## src/fcbt_pkg.sv

```systemverilog
// Types and constants shared by the bag table and its checker
package fcbt_pkg;

    localparam int CAPACITY_ENTRIES_DEF = 32;
    localparam int VALUE_BITS_DEF       = 32;
    localparam int ITEM_VALUE_W         = 32;
    localparam int FIELD_COUNT_W        = 6;

    localparam logic [1:0] MODE_INSERT = 2'd0;
    localparam logic [1:0] MODE_COUNT  = 2'd1;
    localparam logic [1:0] MODE_REMOVE = 2'd2;

    localparam logic [1:0] STAT_DONE   = 2'd0;
    localparam logic [1:0] STAT_FULL   = 2'd1;
    localparam logic [1:0] STAT_ABSENT = 2'd2;

    typedef struct packed {
        logic [1:0]              mode;
        logic [ITEM_VALUE_W-1:0] item_value;
    } t_in_item;

    typedef struct packed {
        logic [FIELD_COUNT_W-1:0] match_count;
        logic [1:0]               status;
        logic [FIELD_COUNT_W-1:0] occupancy;
    } t_out_item;

    typedef enum logic [2:0] {
        S_IDLE = 3'b001,
        S_SCAN = 3'b010,
        S_MOVE = 3'b100
    } t_state;

endpackage

```

## src/fixed_capacity_bag_table_top.sv

```systemverilog
// Bag table: fixed-capacity multiset held in one synchronous entry memory
// Insert, mode 3 and count/remove on an empty table: result in the cycle after accept.
// Count and remove otherwise scan in S_SCAN through the single memory read port, one
// entry a cycle; a remove that hits then goes to S_MOVE to fill the hole with the last entry.
// One item in flight at a time.
// Synchronous active-low reset empties the table; entry contents are left as they are.
module fixed_capacity_bag_table_top #(
    parameter int CAPACITY_ENTRIES = fcbt_pkg::CAPACITY_ENTRIES_DEF,
    parameter int VALUE_BITS       = fcbt_pkg::VALUE_BITS_DEF
) (
    input  logic                i_clk,
    input  logic                i_rst_n,
    input  logic                start,
    output logic                busy,
    input  fcbt_pkg::t_in_item  i_item,
    output logic                o_strobe,
    output fcbt_pkg::t_out_item o_result
);
    import fcbt_pkg::*;

    localparam int AW = (CAPACITY_ENTRIES > 1) ? $clog2(CAPACITY_ENTRIES) : 1;
    localparam int CW = $clog2(CAPACITY_ENTRIES + 1);
    localparam int UB = (VALUE_BITS < ITEM_VALUE_W) ? VALUE_BITS : ITEM_VALUE_W;
    localparam logic [CW-1:0] CAP = CW'(CAPACITY_ENTRIES);

    logic [VALUE_BITS-1:0] mem [CAPACITY_ENTRIES];

    t_state                r_state, n_state;
    logic [CW-1:0]         r_count, n_count;
    logic [CW-1:0]         r_hits, n_hits;
    logic [AW-1:0]         r_idx, n_idx;
    logic [1:0]            r_mode, n_mode;
    logic [VALUE_BITS-1:0] r_val, n_val;
    logic                  r_strobe, n_strobe;
    t_out_item             r_result, n_result;
    logic [VALUE_BITS-1:0] r_rd_data;

    logic                  s_acc, s_hit, s_last, s_we;
    logic [AW-1:0]         s_wa, s_ra;
    logic [VALUE_BITS-1:0] s_wd, s_val_in;
    logic [CW-1:0]         s_hits_sum;

    assign s_acc      = start && (r_state == S_IDLE);
    assign s_val_in   = VALUE_BITS'(i_item.item_value[UB-1:0]);
    assign s_hit      = (r_rd_data == r_val);
    assign s_last     = ((CW'(r_idx) + CW'(1)) == r_count);
    assign s_hits_sum = r_hits + CW'(s_hit);

    always_comb begin
        n_state  = r_state;
        n_count  = r_count;
        n_hits   = r_hits;
        n_idx    = r_idx;
        n_mode   = r_mode;
        n_val    = r_val;
        n_strobe = 1'b0;
        n_result = r_result;
        s_we     = 1'b0;
        s_wa     = r_count[AW-1:0];
        s_wd     = s_val_in;
        s_ra     = '0;
        unique case (r_state)
            S_IDLE: begin
                if (s_acc) begin
                    n_mode = i_item.mode;
                    n_val  = s_val_in;
                    n_idx  = '0;
                    n_hits = '0;
                    n_result.match_count = '0;
                    n_result.status      = STAT_DONE;
                    n_result.occupancy   = FIELD_COUNT_W'(r_count);
                    priority if (i_item.mode == MODE_INSERT) begin
                        n_strobe = 1'b1;
                        if (r_count == CAP) begin
                            n_result.status = STAT_FULL;
                        end else begin
                            s_we               = 1'b1;
                            n_count            = r_count + CW'(1);
                            n_result.occupancy = FIELD_COUNT_W'(r_count + CW'(1));
                        end
                    end else if ((i_item.mode == MODE_COUNT || i_item.mode == MODE_REMOVE)
                                 && r_count == '0) begin
                        n_strobe = 1'b1;
                        if (i_item.mode == MODE_REMOVE) begin
                            n_result.status = STAT_ABSENT;
                        end
                    end else if (i_item.mode == MODE_COUNT || i_item.mode == MODE_REMOVE) begin
                        n_state = S_SCAN;
                    end else begin
                        n_strobe = 1'b1;
                    end
                end
            end
            S_SCAN: begin
                s_ra  = s_last ? '0 : r_idx + AW'(1);
                n_idx = r_idx + AW'(1);
                n_result.match_count = '0;
                n_result.status      = STAT_DONE;
                n_result.occupancy   = FIELD_COUNT_W'(r_count);
                if (r_mode == MODE_REMOVE) begin
                    if (s_hit) begin
                        // fetch the last entry to fill the hole
                        s_ra    = AW'(r_count - CW'(1));
                        n_idx   = r_idx;
                        n_state = S_MOVE;
                    end else if (s_last) begin
                        n_strobe        = 1'b1;
                        n_result.status = STAT_ABSENT;
                        n_state         = S_IDLE;
                    end
                end else begin
                    n_hits = s_hits_sum;
                    if (s_last) begin
                        n_strobe             = 1'b1;
                        n_result.match_count = FIELD_COUNT_W'(s_hits_sum);
                        n_state              = S_IDLE;
                    end
                end
            end
            S_MOVE: begin
                s_we     = 1'b1;
                s_wa     = r_idx;
                s_wd     = r_rd_data;
                n_count  = r_count - CW'(1);
                n_strobe = 1'b1;
                n_result.match_count = '0;
                n_result.status      = STAT_DONE;
                n_result.occupancy   = FIELD_COUNT_W'(r_count - CW'(1));
                n_state  = S_IDLE;
            end
            default: begin
                n_state = S_IDLE;
            end
        endcase
    end

    always_ff @(posedge i_clk) begin
        if (s_we) begin
            mem[s_wa] <= s_wd;
        end
        r_rd_data <= mem[s_ra];
    end

    always_ff @(posedge i_clk) begin
        if (!i_rst_n) begin
            r_state  <= S_IDLE;
            r_count  <= '0;
            r_strobe <= 1'b0;
        end else begin
            r_state  <= n_state;
            r_count  <= n_count;
            r_strobe <= n_strobe;
        end
    end

    always_ff @(posedge i_clk) begin
        r_hits   <= n_hits;
        r_idx    <= n_idx;
        r_mode   <= n_mode;
        r_val    <= n_val;
        r_result <= n_result;
    end

    assign busy     = (r_state != S_IDLE);
    assign o_strobe = r_strobe;
    assign o_result = r_result;

endmodule

```

## config.mk

```make
export PLATFORM = sky130hd
export DESIGN_NAME = fixed_capacity_bag_table_top
export DESIGN_NICKNAME = d
export VERILOG_FILES = /design/src/fcbt_pkg.sv /design/src/fixed_capacity_bag_table_top.sv
export SDC_FILE = /design/constraint.sdc
export NUM_CORES = 1
export LEC_CHECK = 0
export BUFFER_PORTS_ARGS = -buffer_cell sky130_fd_sc_hd__buf_2
export CORE_MARGIN = 2
export CORE_UTILIZATION = 35
export DETAILED_ROUTE_END_ITERATION = 8
export MAX_ROUTING_LAYER = met4
export PLACE_DENSITY = 0.58
export SLEW_MARGIN = 20
export SYNTH_ARGS = -nofsm -noshare
export SYNTH_HDL_FRONTEND = slang
export SYNTH_SLANG_ARGS = --single-unit
```

## constraint.sdc

```tcl
create_clock -name i_clk -period 13.1 [get_ports i_clk]
set_clock_uncertainty 0.1 [all_clocks]
set_input_delay 0.655 -clock i_clk [delete_from_list [all_inputs] [get_ports i_clk]]
set_output_delay 0.655 -clock i_clk [all_outputs]
set_load 0.02 [all_outputs]
```

## Yosys cells after proc, flatten, opt, wreduce, memory -nomap -nowiden

Memory sizes are Yosys's and may differ from the RTL's. A register that Yosys moved wholly into a read port is not among the register bits.
Cells that the tools add are included.

| storage, ports and cells | value |
|---|---|
| output and inout bits | 16 |
| logic and storage cells | 96 |
| RAM bits | 1024 |
| bits of input ports | 37 |
| register bits after elaboration | 69 |
| memories | 1 |

| operators by class | value |
|---|---|
| mux-type cells | 50 |
| equality and inequality tests | 16 |
| $add $sub $neg | 5 |
| reductions and logical operators | 14 |

Memory list:

| memory | words | width | rd ports | clocked after memory_dff | write ports | RTL line | text |
|---|---|---|---|---|---|---|---|
| mem | 32 | 32 | 1 | 1 | 1 | fixed_capacity_bag_table_top.sv:26 | `logic [VALUE_BITS-1:0] mem [CAPACITY_ENTRIES];` |

Operators with widths:

| operator | count |
|---|---|
| two-way mux 6 bit | 7 |
| case mux 14 bit (3 select lines) | 1 |
| two-way mux 5 bit | 8 |
| == test 32 bit | 1 |
| two-way mux 32 bit | 1 |
| case mux 6 bit (2 select lines) | 2 |
| two-way mux 3 bit | 7 |
| two-way mux 14 bit | 1 |
| two-way mux 1 bit | 13 |
| two-way mux 2 bit | 6 |
| case mux 5 bit (2 select lines) | 1 |
| != test 2 bit, second input constant | 4 |
| adder 5 x 1 -> 6 bit, second input constant | 1 |
| adder 6 x 1 -> 6 bit | 1 |
| adder 6 x 1 -> 6 bit, second input constant | 1 |
| == test 6 bit | 1 |
| == test 6 bit, second input constant | 1 |
| logical NOT 6 bit | 1 |
| case mux 3 bit (2 select lines) | 1 |
| AND reduction 2 bit | 3 |
| AND reduction 3 bit | 2 |
| subtractor 6 x 1 -> 6 bit, second input constant | 1 |
| adder 5 x 1 -> 5 bit, second input constant | 1 |
| == test 2 bit, second input constant | 2 |
| other kinds (15) | 17 |

## Depth between registers and ports, before layout

Gate-level depths: netlist (run 1).

| logic depth | value |
|---|---|
| depth after elaboration | 7 |
| gate-level depth with buffers | 14 |
| mapped depth without buffers | 11 |

## Worst setup path before layout (run 1)

OpenSTA, ideal clock, no wires.

| timing path | value |
|---|---|
| path type | input-to-reg |
| from | input port start |
| to | memory mem[0][0] (netlist bit), enable pin |
| cell stages on the path | 6 |
| library setup time | 0.421 ns |
| data required time | 12.579 ns |
| arrival time | 3.643 ns |
| path slack | 8.936 ns |
| path buffers | 0 |
| path through | nand2_1 inv_1 nand2_1 o21ai_1 o21ai_1 nor2_1 |

| on the way | value |
|---|---|
| longest elaborated chain between the ends | 5 |

RTL lines:

| item | RTL line | text |
|---|---|---|
| start, declared | fixed_capacity_bag_table_top.sv:13 | `input logic start,` |
| logical AND 1 bit | fixed_capacity_bag_table_top.sv:43 | `assign s_acc = start && (r_state == S_IDLE);` |
| two-way mux 1 bit | fixed_capacity_bag_table_top.sv:64 | `if (s_acc) begin` |
| case mux 1 bit (2 select lines) | fixed_capacity_bag_table_top.sv:62 | `unique case (r_state)` |
| two-way mux 1 bit | fixed_capacity_bag_table_top.sv:138 | `if (s_we) begin` |
| two-way mux 1 bit (not written as such) | fixed_capacity_bag_table_top.sv:139 | `mem[s_wa] <= s_wd;` |
| end, declared | fixed_capacity_bag_table_top.sv:26 |  |

No other way between the ends.

## Worst setup path after layout (run 1)

| timing path | value |
|---|---|
| from | register r_val[2] |
| to | register r_rd_data[11] (read register of mem) |

| on the way | value |
|---|---|
| longest elaborated chain between the ends | 4 |

RTL lines:

| item | RTL line | text |
|---|---|---|
| start, declared | fixed_capacity_bag_table_top.sv:33 | `logic [VALUE_BITS-1:0] r_val, n_val;` |
| start signal, assigned | fixed_capacity_bag_table_top.sv:160 | `r_val <= n_val;` |
| == test 32 bit | fixed_capacity_bag_table_top.sv:45 | `assign s_hit = (r_rd_data == r_val);` |
| two-way mux 5 bit | fixed_capacity_bag_table_top.sv:101 | `if (s_hit) begin` |
| two-way mux 5 bit | fixed_capacity_bag_table_top.sv:100 | `if (r_mode == MODE_REMOVE) begin` |
| two-way mux 5 bit | fixed_capacity_bag_table_top.sv:62 |  |
| end, declared | fixed_capacity_bag_table_top.sv:36 | `logic [VALUE_BITS-1:0] r_rd_data;` |

No other way between the ends.
A chain may end at the register's enable or synchronous reset.

==> results of run 1 <==
## worst max-delay path, stage by stage (launching register included)
cell,delay (ns)
edfxtp_1,0.38
xor2_1,0.17
nor4_1,0.80
and4_1,0.37
nand3_1,0.55
a31oi_4,0.35
buf_4,0.55
buf_12,0.63
buf_4,0.69
mux2i_1,0.16
o22a_1,0.22
nand4_1,0.10
o21ai_1,0.15
a211oi_1,0.36
## worst paths after layout
path | to | slack [ns] | depth (start not counted)
max | r_rd_data[11]$_DFF_P_ | 7.07 | 13
min | r_val[8]$_DFFE_PP_ | 0.05 | 1
max reg2reg | r_rd_data[11]$_DFF_P_ | 7.07 | 13
min reg2reg | r_rd_data[13]$_DFF_P_ | 0.52 | 2
## power groups by stage
stage                     combinational (mW)  clock (mW)  sequential [mW]
after floorplan                       0.0692           0             4.05
after global placement                 0.128           0             4.05
after detailed placement               0.130           0             4.05
after CTS                              0.131        3.35             3.97
after global routing                   0.141        3.49             3.97
final                                  0.132        3.31             3.97
## cell usage in the layout, fill, tap and decap left out, types with 24 or more instances in the layout
cell,Yosys,final
edfxtp_1,1083,1083
nand2_1,417,409
mux2i_1,290,290
nand3_1,142,141
clkbuf_16,0,115
buf_4,12,71
o22ai_1,61,61
o21ai_0,58,58
a221oi_1,54,54
buf_2,41,52
a21oi_1,49,47
dfxtp_1,42,42
xor2_1,39,39
nor2_4,0,38
o221ai_1,32,32
nor3_1,31,31
a32oi_1,31,31
clkbuf_1,80,31
nor2_1,63,25
nand4_1,24,24
## state kept, by name (all words and copies together) (netlist names), 2 cells and up
| signal | cells |
|---|---|
| r_hits | 6 |
| r_mode | 2 |
| r_val | 32 |
| r_count | 6 |
| r_rd_data | 32 |
| o_result | 14 |
| r_state | 3 |
| r_idx | 5 |
| mem | 1024 |
## cell type report
class / count / area (µm²)
fillers: 11293 / 75000
flip-flops and latches: 1125 / 33400
multi-input cells: 1523 / 10300
clock buffers: 163 / 3230
well taps: 1650 / 2060
repair buffers: 125 / 833
clock inverters: 51 / 598
inverters: 11 / 41.3
diodes: 1 / 2.50
## synth_stat cells (all sizes together) (2+ instances only)
library cell,count,area share [%]
buf,86,1.2
nor2,64,0.55
a221oi,54,1.1
o31ai,3,0.051
a21oi,49,0.56
o21a,3,0.051
o221ai,32,0.64
o22a,17,0.34
or3,4,0.057
and2,9,0.13
nand4,24,0.34
nand2,419,3.6
nand3,142,1.6
and4,2,0.040
a22o,3,0.060
inv,10,0.085
xor2,39,0.77
nand3b,3,0.051
a31oi,26,0.44
a2bb2oi,19,0.38
ha,7,0.20
nor3b,2,0.034
nor4,13,0.18
o22ai,61,0.86
xnor2,14,0.28
edfxtp,1083,74
o31a,3,0.060
o211a,2,0.045
dfxtp,42,1.9
nor2b,3,0.043
and3,21,0.30
a31o,2,0.040
a32oi,31,0.62
mux2i,290,6.6
clkbuf,80,0.68
nand2b,3,0.043
a211oi,33,0.75
nor3,34,0.45
o211ai,4,0.099
o21ai,80,0.91
## cells by family (layout without fill, tap and decap cells)
kind of cell / count (synthesis) / in the layout / synth area share [%]
flip-flops: 1125 / 1125 / 75.6
AND/OR/NAND/NOR: 743 / 743 / 7.40
AO/OA/AOI/OAI: 429 / 429 / 7.09
multiplexers: 290 / 290 / 6.58
buffers and inverters: 177 / 350 / 2.00
XOR/XNOR: 54 / 54 / 1.11
adder cells (fa/ha/maj): 7 / 7 / 0.199
other: 0 / 1 / 0
## metrics by stage
stage | instances | power (mW)
2_1_floorplan | 2825 | 4.12
3_3_place_gp | 4434 | 4.18
4_1_cts | 4648 | 7.45
6_report | 4649 | 7.42
5_1_grt | 4649 | 7.60
3_5_place_dp | 4434 | 4.18
## layer usage
metal,vias up,GRT usage (%),part of all wire [%]
li1,11149,-,-
met1,13464,27.4,42
met2,1210,31.9,47
met3,225,2.43,7.2
met4,0,6.36,3.2
met5,-,-,0
==> results.md, run 1 <==
* Outcome: finished clean
* Max Cap Viol at 0
* Cell count after synthesis at 2825
* I/O pins at 53
* First-pass GRT wire length at between 150000 and 200000 µm
* Leakage power at 16.7 nW
* Critical path arrival at 6.49 ns
* Cts hold-fix bufs at 0
* Total Wirelength at 130000 µm
* Internal at between 5 and 6 mW
* Avg WL per Cell at approximately 28 µm
* Seq cells post-synth at 1125
* Worst setup EP type: register
* Final hold slack at 0.0460 ns
* Die X at about 360 µm
* Overall Global Routing Usage at 20.2%
* Setup CP Type: register to register
* Syn Nets at 2869
* RSZ-0062 raised after global routing: no
* Via count at 26.0k
* Post-route DRC at 0
* DRT Pass-1 Iters at 5
* Slew headroom at 25.5%
* Setup Viol. Count Final at 0
* Crit path from: r_val[2]$_DFFE_PP_
* Async set-reset flop share out of synthesis at 0%
* Number of DRC markers in iteration 0 at 3240
* Fin. max-slew vios at 0
* Final period util at 46.0%
* Share of power burned in registers at approximately 54%
* F_max at 166 MHz
* Seq/Total Area, Yosys at 75.6%
* Synth Warn # at 0
* Pre-CTS setup slack at 7.20 ns
* PwrDens at 147 mW/mm²
* Final Cell Area at around 0.050 mm²
* Initial antenna violation count at 3
* Setup_tns at 0 ns
* Starting density of the core at 35.2%
* Cts bufs inserted at approximately 110
* Clk sinks at 1125
* Startpoint types: register
* Final setup margin at approximately 7.1 ns
* Max IR drop VDD at 0.000115 V
* Final nets at 2942
* Row cnt at 130
* Predominant post-synthesis flop cell: edfxtp_1
* Port bufs at 52
* Worst-path fanout max at about 130
* Die area at 0.129 mm²
* P_sw at 1.48 mW
* Worst Max-Slew Pin Slew at 1.11 ns
* Clock buffer depth at 3
* Hold Crit Class: primary input to register
* CTS tree: built
* Tmin final at 6.03 ns
* Detail Route Antenna Nets at 0
* Post-CTS setup buffer count at 0
* Clk_lat worst skew at 0.70 ns
* Layout area overhead at 14.2%
* CTS resizes at 0
* Largest net degree at the start of global routing at 129
* Core Util, Final at 40.2%
* Final Hold Vio Count at 0
* Distinct cells, synth at 62
* CP required at 13.56 ns
* Die Y at 359 µm
* Sw Ratio at 20.0%
* Post-synth EDFFs at 1083
* GRT overflow at 0
* Clock transition at path regs at 0.06 ns
* Via density at 5.60
* Hold Crit Start: i_item[8]
* Placeable core region at ~0.13 mm²
* Placer Congestion at approximately 0.84
* Mean Syn Cell Area at about 16 µm²
* CTS H-tree lvls at 3
* R2r startpoint: r_val[2]$_DFFE_PP_
* Hpwl dp at 68000 µm
* Comb power frac at under 10%
* Area after DPL at approximately 0.047 mm²
* CTS root buffer: clkbuf_16
* Layout cells sized above 1 at 12.6%
* Clock power share at 44.7%
* Synthesized area at 0.0441 mm²
* Vias in the first global route at approximately 25k
(Power assumes the default switching activity.)
==> inputs of run 2 (changes only) <==
Clock period 13.1 ns to 5.6 ns, I/O delays scaled along.
==> results.md, run 2 (same netlist as run 1, synthesis figures left out) <==
* Outcome: finished clean
* Hold endpoint: r_count[2]$_SDFFE_PN0P_
* Core Util, Final at roughly 41%
* Initial antenna violation count at 2
* Commonest non-fill, non-tap cell in the layout: edfxtp_1
* Placed Cells at 4462
* Via count at ~26k
* Fin. max-slew vios at 0
* Clock buffer depth at 3
* Avg WL per Cell at 27.1 µm
* Number of DRC markers in iteration 0 at 3087
* PwrDens at 334 mW/mm²
* Largest net degree at the start of global routing at between 100 and 150
* Area of the multi-input gates at 0.0103 mm²
* Starting density of the core at 35.2%
* GRT overflow at 0
* Die X at approximately 360 µm
* Leakage power at 17.0 nW
* Area after DPL at roughly 0.047 mm²
* Slowest stage cell on the critical path: nor4_1
* Worst hold path depth at 4
* Setup_tns at 0 ns
* Cts bufs inserted at 111
* RR Endpoint: r_rd_data[3]$_DFF_P_
* Port bufs at 52
* Critical path arrival at 5.30 ns
* Routed length on met3 at about 10000 µm
* Reg2Reg Depth at 11
* Met2 wire len at 58800 µm
* Reg with most FFs: mem
* Worst Max-Slew Pin Slew at around 1.1 ns
* Total Wirelength at 128000 µm
* Layout area overhead at 15.9%
* Final nets at 3006
* Worst-path fanout max at 40
* CTS tree: built
* Final Cell Area at approximately 0.05 mm²
* DRT Pass-1 Iters at 5
* R2R Setup Slk at 0.80 ns
* Worst setup EP type: register
* Slowest stage delay, CP at 0.91 ns
* CTS root buffer: clkbuf_16
* Max IR drop VDD at 0.000269 V
* Clk_lat worst skew at 0.70 ns
* Most used cells in the layout excluding fill and tap cells: edfxtp_1, nand2_1, mux2i_1
* Register area at 0.0334 mm²
* Fill cells at approximately 11k
* Cell family with most CP delay: simple AND/OR/NAND/NOR gates
* Fin cells at 4708
* Detail Route Antenna Nets at 0
* Clk sinks at around 1.1k
* Post-CTS setup buffer count at 0
* CP required at 6.10 ns
* Final Hold Vio Count at 0
* Cts hold-fix bufs at 35
* R2r startpoint: r_val[17]$_DFFE_PP_
* Die Y at roughly 360 µm
* Startpoint types: register
* Top flop regs: mem x1024, r_rd_data x32, r_val x32
* Clock transition at path regs at 0.06 ns
* Max Cap Viol at 0
* Overall Global Routing Usage at 20.0%
* Vias in the first global route at 25.3k
* Row cnt at 130
* Metal-1 WL at between 50000 and 60000 µm
* Placeable core region at 0.125 mm²
* Slew headroom at around 25%
* Placer Congestion at 0.855
* First-pass GRT wire length at 183000 µm
* Setup Viol. Count Final at 0
* Final period util at 85.7%
* CTS H-tree lvls at 3
* Hold Crit Class: primary input to register
* Setup CP Type: register to register
* RSZ-0062 raised after global routing: no
* Max reg flops at ~1.0k
* Top layer reached by signal wires: met4
* Tmin final at between 4 and 5 ns
* F_max at 208 MHz
* Via density at 5.54
* I/O pins at 53
* Post-route DRC at 0
* CP bufs+invs at 1
* Hold Crit Start: start
* Layout cells sized above 1 at 13.2%
* CTS resizes at 0
* Hpwl dp at 72200 µm
* CP Cell Sequence: xor2_1 > nor4_1 > nand4_1 > nor3_1 > a31o_4 > buf_4 > nand2_1 > a32oi_1 > and3_1 > o22ai_1 > a211oi_1
* N_diodes at 0
* Die area at 0.129 mm²
## run 2: cell types whose count changed in the layout (fill, tap and decap cells not counted), moves of 4 or more
cell | previous run | this run
nand2_2 | 8 | 15
clkbuf_1 | 31 | 35
bufinv_16 | 12 | 7
nand2_1 | 409 | 403
buf_12 | 2 | 27
dlygate4sd3_1 | 0 | 35
clkbuf_8 | 17 | 10
## run 2: worst min-delay path, stage by stage
cell	delay [ns]
buf_2	0.08
nand2_1	0.23
o211ai_1	0.24
and2_1	0.12
## run 2: cell type report
cell class	count	share of cell area, %
Sequential cell	1125	65.3
Inverter	11	0.0808
Tap cell	1650	4.04
Clock buffer	159	6.11
Multi-Input combinational cell	1523	20.1
Timing Repair Buffer	190	3.46
Clock inverter	50	0.940
## run 2: power by group
part / switching (mW) / leakage (nW) / internal [mW]
sequential: 0.0240 / 10.1 / 9.27
combinational: 0.253 / 5.13 / 0.0845
clock: 3.22 / 1.75 / 4.21
total: 3.50 / 17.0 / 13.6
## run 2: how the worst max path moves through the flow
stage                             from                     to  slack [ns]  cells past startpoint
2_1_floorplan  r_state[1]$_SDFFE_PN0P_    mem[0][0]$_DFFE_PP_        1.49                      7
3_3_place_gp       r_val[17]$_DFFE_PP_   r_rd_data[6]$_DFF_P_        0.96                     10
3_5_place_dp        r_val[7]$_DFFE_PP_   r_rd_data[3]$_DFF_P_        0.98                     11
4_1_cts             r_val[7]$_DFFE_PP_  r_rd_data[20]$_DFF_P_        0.97                     11
5_1_grt             r_val[7]$_DFFE_PP_   r_rd_data[3]$_DFF_P_        0.61                     11
6_report           r_val[17]$_DFFE_PP_   r_rd_data[3]$_DFF_P_        0.80                     11
## run 2: layer usage
metal / track usage (%) / vias to the layer above
li1: - / 11266
met1: 27.2 / 13481
met2: 30.4 / 1118
met3: 3.59 / 235
met4: 6.85 / 0
met5: - / -
## run 2: metrics by stage
| stage | hold slack (ns) | setup slack, ns | total power, mW |
|---|---|---|---|
| final | 0.179 | 0.801 | 17.1 |
| after global routing | 0.207 | 0.614 | 17.5 |
| after global placement | 0.373 | 0.955 | 9.78 |
| after detailed placement | 0.375 | 0.976 | 9.78 |
| after floorplan | 0.256 | 1.49 | 9.63 |
| after CTS | 0.153 | 0.968 | 17.1 |
